==> src/hdl/ptb_pkg.sv <==
// Types shared by the periodic timer bank: operation codes and the
// transaction token that travels down the chain of timer cells.
package ptb_pkg;

  localparam int unsigned IdxW    = 4;
  localparam int unsigned PeriodW = 32;
  localparam int unsigned MaskW   = 16;

  typedef enum logic [1:0] {
    ModeTick       = 2'd0,
    ModeRegister   = 2'd1,
    ModeUnregister = 2'd2,
    ModeChange     = 2'd3
  } mode_e;

  // Token carried from cell to cell; done marks a claimed or matched slot.
  typedef struct packed {
    mode_e                mode;
    logic [IdxW-1:0]      timer_index;
    logic [PeriodW-1:0]   period;
    logic                 done;
    logic [IdxW-1:0]      handle;
    logic [MaskW-1:0]     fire_mask;
  } token_t;

endpackage

==> src/hdl/ptb_cell.sv <==
// One timer slot of the bank: running flag, reload value and countdown.
// Acts on the token passing through and hands it to the next cell.
// Depends on ptb_pkg.
module ptb_cell #(
  parameter int CELL_IDX = 0
) (
  input  logic            clk_i,
  input  logic            rst_ni,
  input  logic            advance_i,
  input  logic            valid_i,
  input  ptb_pkg::token_t tok_i,
  output logic            valid_o,
  output ptb_pkg::token_t tok_o
);

  localparam logic [ptb_pkg::MaskW-1:0] FireBit = ptb_pkg::MaskW'(1) << CELL_IDX;

  logic                        running_q, running_d;
  logic [ptb_pkg::PeriodW-1:0] reload_q, reload_d;
  logic [ptb_pkg::PeriodW-1:0] count_q, count_d;
  logic [ptb_pkg::PeriodW-1:0] count_dec;
  logic                        valid_q;
  ptb_pkg::token_t             tok_q, tok_d;
  logic                        idx_match;

  assign count_dec = count_q - ptb_pkg::PeriodW'(1);
  assign idx_match = (int'(tok_i.timer_index) == CELL_IDX);

  always_comb begin
    tok_d     = tok_i;
    running_d = running_q;
    reload_d  = reload_q;
    count_d   = count_q;
    if (valid_i) begin
      case (tok_i.mode)
        ptb_pkg::ModeTick: begin
          if (running_q) begin
            count_d = count_dec;
            if (count_dec == '0) begin
              count_d         = reload_q;
              tok_d.fire_mask = tok_i.fire_mask | FireBit;
            end
          end
        end
        ptb_pkg::ModeRegister: begin
          // lowest free slot wins: the first one the token meets
          if (!tok_i.done && !running_q) begin
            reload_d     = tok_i.period;
            count_d      = tok_i.period;
            running_d    = 1'b1;
            tok_d.done   = 1'b1;
            tok_d.handle = ptb_pkg::IdxW'(CELL_IDX);
          end
        end
        ptb_pkg::ModeUnregister: begin
          if (idx_match && running_q) begin
            running_d  = 1'b0;
            tok_d.done = 1'b1;
          end
        end
        ptb_pkg::ModeChange: begin
          if (idx_match && running_q) begin
            reload_d   = tok_i.period;
            tok_d.done = 1'b1;
          end
        end
        default: ;
      endcase
    end
  end

  always_ff @(posedge clk_i or negedge rst_ni) begin
    if (!rst_ni) begin
      running_q <= 1'b0;
      valid_q   <= 1'b0;
    end else if (advance_i) begin
      running_q <= running_d;
      valid_q   <= valid_i;
    end
  end

  // slot contents are only read while running, so no reset needed
  always_ff @(posedge clk_i) begin
    if (advance_i) begin
      reload_q <= reload_d;
      count_q  <= count_d;
      tok_q    <= tok_d;
    end
  end

  assign valid_o = valid_q;
  assign tok_o   = tok_q;

endmodule

==> src/hdl/periodic_timer_bank.sv <==
// Top level of the periodic timer bank: a chain of ptb_cell slots fed
// from the input stream, closed by a registered output stage.
// Depends on ptb_pkg and ptb_cell.
//
// Usage:
//   Input stream (s_axis_*): one transaction per operation. tuser holds
//   the mode (tick, register, unregister, change period); tdata holds the
//   slot index and the period.
//   Output stream (m_axis_*): exactly one result transaction per input
//   transaction, in order: status, handle and fire mask.
//   Each transaction walks the chain, visiting slot 0 first, one slot
//   per cycle while the chain advances, so a register claims the lowest
//   free slot. Cell 0 registers a transaction at the accepting edge;
//   each later cell and then the output register take it in turn.
//   Throughput: one transaction per cycle unless stalled; transactions
//   follow each other down the chain; cells see them in arrival order.
//   Stall: when a result waits in the output register and the receiver
//   is not ready, the whole chain and the input freeze; nothing is lost.
//   Reset: all slots stop running and the chain and output empty; slot
//   periods and countdowns are loaded by register and need no clearing.
module periodic_timer_bank #(
  parameter int NUM_TIMERS = 16
) (
  input  logic        clk_i,
  input  logic        rst_ni,
  input  logic        s_axis_tvalid_i,
  output logic        s_axis_tready_o,
  // [3:0] timer_index, [35:4] period, [39:36] zero
  input  logic [39:0] s_axis_tdata_i,
  // [1:0] mode
  input  logic [1:0]  s_axis_tuser_i,
  output logic        m_axis_tvalid_o,
  input  logic        m_axis_tready_i,
  // [0] status, [4:1] handle, [20:5] fire_mask, [23:21] zero
  output logic [23:0] m_axis_tdata_o
);

  logic            advance;
  logic            chain_valid [NUM_TIMERS+1];
  ptb_pkg::token_t chain_tok   [NUM_TIMERS+1];

  logic            out_valid_q;
  logic            out_status_q, out_status_d;
  logic [3:0]      out_handle_q;
  logic [15:0]     out_mask_q;
  ptb_pkg::token_t tail;

  // Chain moves whenever the output register can take the tail token.
  assign advance         = !out_valid_q || m_axis_tready_i;
  assign s_axis_tready_o = advance;

  // Token entering cell 0 comes straight from the input port.
  assign chain_valid[0]           = s_axis_tvalid_i;
  assign chain_tok[0].mode        = ptb_pkg::mode_e'(s_axis_tuser_i);
  assign chain_tok[0].timer_index = s_axis_tdata_i[3:0];
  assign chain_tok[0].period      = s_axis_tdata_i[35:4];
  assign chain_tok[0].done        = 1'b0;
  assign chain_tok[0].handle      = '0;
  assign chain_tok[0].fire_mask   = '0;

  for (genvar g = 0; g < NUM_TIMERS; g++) begin : g_cell
    ptb_cell #(
      .CELL_IDX(g)
    ) u_cell (
      .clk_i    (clk_i),
      .rst_ni   (rst_ni),
      .advance_i(advance),
      .valid_i  (chain_valid[g]),
      .tok_i    (chain_tok[g]),
      .valid_o  (chain_valid[g+1]),
      .tok_o    (chain_tok[g+1])
    );
  end

  assign tail = chain_tok[NUM_TIMERS];

  // Tick always succeeds; other modes fail unless some cell acted.
  assign out_status_d = (tail.mode != ptb_pkg::ModeTick) && !tail.done;

  always_ff @(posedge clk_i or negedge rst_ni) begin
    if (!rst_ni) begin
      out_valid_q <= 1'b0;
    end else if (advance) begin
      out_valid_q <= chain_valid[NUM_TIMERS];
    end
  end

  always_ff @(posedge clk_i) begin
    if (advance) begin
      out_status_q <= out_status_d;
      out_handle_q <= out_status_d ? 4'd0 : tail.handle;
      out_mask_q   <= tail.fire_mask;
    end
  end

  assign m_axis_tvalid_o = out_valid_q;
  assign m_axis_tdata_o  = {3'b000, out_mask_q, out_handle_q, out_status_q};

endmodule

==> config.mk <==
export PLATFORM = sky130hd
export DESIGN_NAME = periodic_timer_bank
export DESIGN_NICKNAME = d
export VERILOG_FILES = /design/src/hdl/ptb_pkg.sv /design/src/hdl/ptb_cell.sv /design/src/hdl/periodic_timer_bank.sv
export SDC_FILE = /design/constraint.sdc
export NUM_CORES = 2
export LEC_CHECK = 0
export ABC_CLOCK_PERIOD_IN_PS = 34600
export BUFFER_PORTS_ARGS = -buffer_cell sky130_fd_sc_hd__buf_2
export CAP_MARGIN = 20
export CELL_PAD_IN_SITES_DETAIL_PLACEMENT = 1
export CELL_PAD_IN_SITES_GLOBAL_PLACEMENT = 2
export CORE_AREA = 4 4 525 527
export CTS_CLUSTER_SIZE = 40
export DETAILED_ROUTE_END_ITERATION = 7
export DIE_AREA = 0 0 529 531
export PLACE_DENSITY_LB_ADDON = 0.08
export SYNTH_ARGS = -nofsm -noshare
export SYNTH_HDL_FRONTEND = slang
export SYNTH_SLANG_ARGS = --single-unit
==> constraint.sdc <==
create_clock -name clk_i -period 34.6 [get_ports clk_i]
set_input_delay 3.46 -clock clk_i [delete_from_list [all_inputs] [get_ports clk_i]]
set_output_delay 3.46 -clock clk_i [all_outputs]
set_load 0.02 [all_outputs]
==> metrics.log <==
[metrics] P_leak: ~30 nW
[metrics] run status: completed
[metrics] worst-case hold slack: between 300 and 400 ps
[metrics] average cell area after synthesis: between 10 and 15 um^2
[metrics] critical path start-end classification: in -> reg
[metrics] worst IR drop on VDD: 0.0380 mV
[metrics] adder and majority gate portion of the synthesized area: 0.00556
[metrics] detail-routed via count per cell: around 5
[metrics] signed area change from the synthesized netlist to the final layout: 14.9%
[metrics] placer's final routability congestion estimate: 0.773
[metrics] count of cells along the worst register-to-register path: 10
[metrics] R2R setup slack: slightly below 30000 ps
[metrics] main combinational cell family by area after synthesis: simple AND/OR/NAND/NOR gates
[metrics] largest cells by area after synthesis: sky130_fd_sc_hd__edfxtp_1, sky130_fd_sc_hd__nor2_1, sky130_fd_sc_hd__xnor2_1, sky130_fd_sc_hd__a21oi_1, sky130_fd_sc_hd__nand2_1
[metrics] areal power density over the cells: 80.9 nW/um^2
[metrics] final total negative setup slack: 0 ps
[metrics] CTS H-tree lvls: 4
[metrics] Clk Tree Root Cell: sky130_fd_sc_hd__clkbuf_16
[metrics] critical path startpoint category: input port
[metrics] Antenna Nets Post-Route: 0
[metrics] xor-xnor portion of the synthesized cell area: 0.0446
[metrics] multiplexer share of the synthesized area: 0.0154
[metrics] Clock Path Buffers: 4
[metrics] die height: 531 um
[metrics] register bit count reported by yosys: roughly 1.9k
[metrics] dpl hpwl: between 150000 and 200000 um
[metrics] capturing element type of the critical path: flip-flop
[metrics] via count: 51.0k
[metrics] final std cells w/o fill: approximately 10k
[metrics] leading cell type by number of instances after synthesis: sky130_fd_sc_hd__edfxtp_1
[metrics] unrepaired setup endpoints after global routing: no
[metrics] area fraction in compound gates after synthesis: 0.0780
[metrics] initial antenna violation count: 15
[metrics] Final Hold Violating Endpoints: 0
[metrics] Total Power: ~7.5 mW
[metrics] worst max-slew margin expressed relative to the limit: 0.304
[metrics] setup violation total in the final timing report: 0
[metrics] Overflow after GRT: 0
[metrics] largest fanout of any net on the critical path: 60
[metrics] arrival time of the worst setup path: ~8500 ps
[metrics] CTS clk-pin slew, worst paths: 60 ps
[metrics] total of cells resized after clock tree synthesis: 0
[metrics] number of detailed-routing iterations run before antenna repair: 6
[metrics] violation count after the first detailed-routing iteration: about 3.4k
[metrics] EDFF count, synth: ~1.8k
[metrics] Yosys top cell area share: 0.673
[metrics] final routed wire length divided by cell count: ~23 um
[metrics] yosys synthesis warning count: 0
[metrics] pin count of the biggest net entering global routing: between 70 and 80
[metrics] worst r2r src: m_axis_tvalid_o$_DFFE_PN0N_
[metrics] # Max-Cap Violations: 0
[metrics] sequential element share of the synthesized area: 0.684
[metrics] number of pins with negative max-slew slack in the final report: 0
[metrics] minimum period implied by the final worst setup slack: ~8000 ps
[metrics] site row count: approximately 190
[metrics] number of placed instances, taps included: between 9k and 10k
[metrics] number of sinks driven by the clock tree: ~1.9k
[metrics] Final #Nets: 6481
[metrics] Port Buffer Count: 64
[metrics] number of buffers inserted to repair setup after CTS: 0
[metrics] TritonCTS Buffers: between 200 and 250
[metrics] number of cells on the worst hold path: 0
[metrics] share of the cycle needed by the critical path after routing: 0.232
[metrics] r2r endpoint: g_cell[14].u_cell.reload_q[24]$_DFFE_PP_
[metrics] Synth top cells by count: sky130_fd_sc_hd__edfxtp_1, sky130_fd_sc_hd__nor2_1, sky130_fd_sc_hd__nand2_1, sky130_fd_sc_hd__a21oi_1, sky130_fd_sc_hd__nor3_1
[metrics] via count of the first global-routing pass: around 52k
[metrics] maximum clock skew at final layout: approximately 41 ps
[metrics] fraction of final layout cells with drive strength greater than 1: 0.103
[metrics] cell taking the most area after synthesis: sky130_fd_sc_hd__edfxtp_1
[metrics] Total Die Area: approximately 280000 um^2
[metrics] global-route usage over all layers: 0.165
[metrics] CTS tree: built
[metrics] Filler cells: 28.5k
[metrics] Post-synth top flop: sky130_fd_sc_hd__edfxtp_1
[metrics] wire length of the first global-routing pass: around 350000 um
[metrics] Core Box Area: ~270000 um^2
[metrics] CTS hold repair buffers: 0
[metrics] count of mapped cells out of synthesis: 6252
[metrics] clock network latency to the later pin of the worst-skew pair: around 900 ps
[metrics] Initial Utilization: 0.300
[metrics] final wirelength: 236000 um
[metrics] total I/O pin count: 72
[metrics] synthesized-area fraction occupied by and/or/nand/nor cells: 0.154
[metrics] number of library cell types mapped by synthesis: 79
[metrics] transition time of the tightest slew-check pin: ~1000 ps
[metrics] endpoint of the worst hold path: g_cell[9].u_cell.tok_o[3]$_DFFE_PN_
[metrics] Post-synth ARST share: 0.0178
[metrics] data required time at the worst endpoint: 35090 ps
[metrics] Tightest Hold Check Type: reg -> reg
[metrics] startpoint of the most critical hold path: g_cell[8].u_cell.tok_o[3]$_DFFE_PN_
[metrics] DRC violation count after routing: 0
[metrics] Die Span X: 529 um
[metrics] fmax: roughly 120 MHz
[metrics] mapped cell area: around 81000 um^2
flip-flops by register name, indices dropped and copies added (netlist names):
register and count:
g_cell.u_cell.tok_o 773, g_cell.u_cell.count_q 512, g_cell.u_cell.reload_q 512, g_cell.u_cell.running_q 16
g_cell.u_cell.valid_o 16, out_mask_q 16, out_handle_q 4, m_axis_tvalid_o 1
out_status_q 1
per-layer routing:
metal | track usage | routed length (um) | vias up | share of wire
li1 | - | - | 24128 | -
met1 | 0.239 | 115000 | 25962 | 0.49
met2 | 0.265 | 109000 | 627 | 0.46
met3 | 0.0215 | 7190 | 277 | 0.031
met4 | 0.0346 | 4700 | 0 | 0.020
met5 | 0 | 0 | - | 0
cell families after synthesis:
logic type | after synthesis
AOI/OAI and AO/OA | 1050
xor gates and xnor gates | 413
adders and majority gates | 36
buffers and inverters | 393
DFF | 1851
muxes | 123
other | 1
and+or+nand+nor | 2385
power by group:
group / internal, mW / switching [mW]
Sequential: 3.47 / 0.615
Combinational: 0.370 / 0.774
Clock: 1.34 / 0.971
Total: 5.18 / 2.36
how the worst max path moves through the flow:
| stage | endpoint | slack [ps] | start |
|---|---|---|---|
| 3_3_place_gp | g_cell[14].u_cell.reload_q[24]$_DFFE_PP_ | 25570 | m_axis_tready_i |
| 5_1_grt | g_cell[14].u_cell.reload_q[24]$_DFFE_PP_ | 26150 | m_axis_tready_i |
| 6_report | g_cell[14].u_cell.reload_q[24]$_DFFE_PP_ | 26580 | m_axis_tready_i |
| 3_5_place_dp | g_cell[14].u_cell.reload_q[24]$_DFFE_PP_ | 25480 | m_axis_tready_i |
| 4_1_cts | g_cell[14].u_cell.reload_q[12]$_DFFE_PP_ | 26460 | m_axis_tready_i |
| 2_1_floorplan | g_cell[7].u_cell.count_q[0]$_DFFE_PP_ | 3650 | m_axis_tready_i |
worst max-delay path, cell delays in order:
cell and delay (ps):
sky130_fd_sc_hd__buf_2 110, sky130_fd_sc_hd__nor2b_4 80, sky130_fd_sc_hd__inv_8 210, sky130_fd_sc_hd__buf_4 610
sky130_fd_sc_hd__buf_4 710, sky130_fd_sc_hd__buf_4 740, sky130_fd_sc_hd__buf_4 660, sky130_fd_sc_hd__buf_4 690
sky130_fd_sc_hd__nand2_1 280, sky130_fd_sc_hd__nor4_2 290, sky130_fd_sc_hd__buf_4 470
placed cells by master, fill, tap and decap left out, drive strengths merged, types with 183 or more instances in the layout:
| cell type | netlist | final |
|---|---|---|
| edfxtp | 1818 | 1818 |
| nand2 | 455 | 455 |
| xnor2 | 218 | 218 |
| xor2 | 195 | 195 |
| nor3 | 240 | 240 |
| nor4 | 201 | 201 |
| buf | 37 | 183 |
| a21oi | 380 | 380 |
| nor2 | 618 | 618 |
| clkbuf | 224 | 263 |
| o21ai | 246 | 246 |
final cells by class:
| class | count | area (um^2) | share of cell area |
|---|---|---|---|
| Antenna cell | 1 | 2.50 | 0.0000269 |
| Clock buffer | 262 | 5710 | 0.0613 |
| Clock inverter | 140 | 1390 | 0.0149 |
| Inverter | 132 | 503 | 0.00540 |
| Multi-Input combinational cell | 4010 | 24500 | 0.263 |
| Sequential cell | 1851 | 55400 | 0.595 |
| Tap cell | 3570 | 4470 | 0.0479 |
| Timing Repair Buffer | 184 | 1230 | 0.0132 |
metrics by stage:
stage	cell area, um^2	worst slack (ps)	util
3_5_place_dp	86000	25480	0.318
2_1_floorplan	81100	3650	-
4_1_cts	93100	26460	0.344
5_1_grt	93200	26150	0.344
6_report	93200	26580	0.344
3_3_place_gp	86000	25570	0.318
Note: power is estimated with default switching activity, not from simulation.
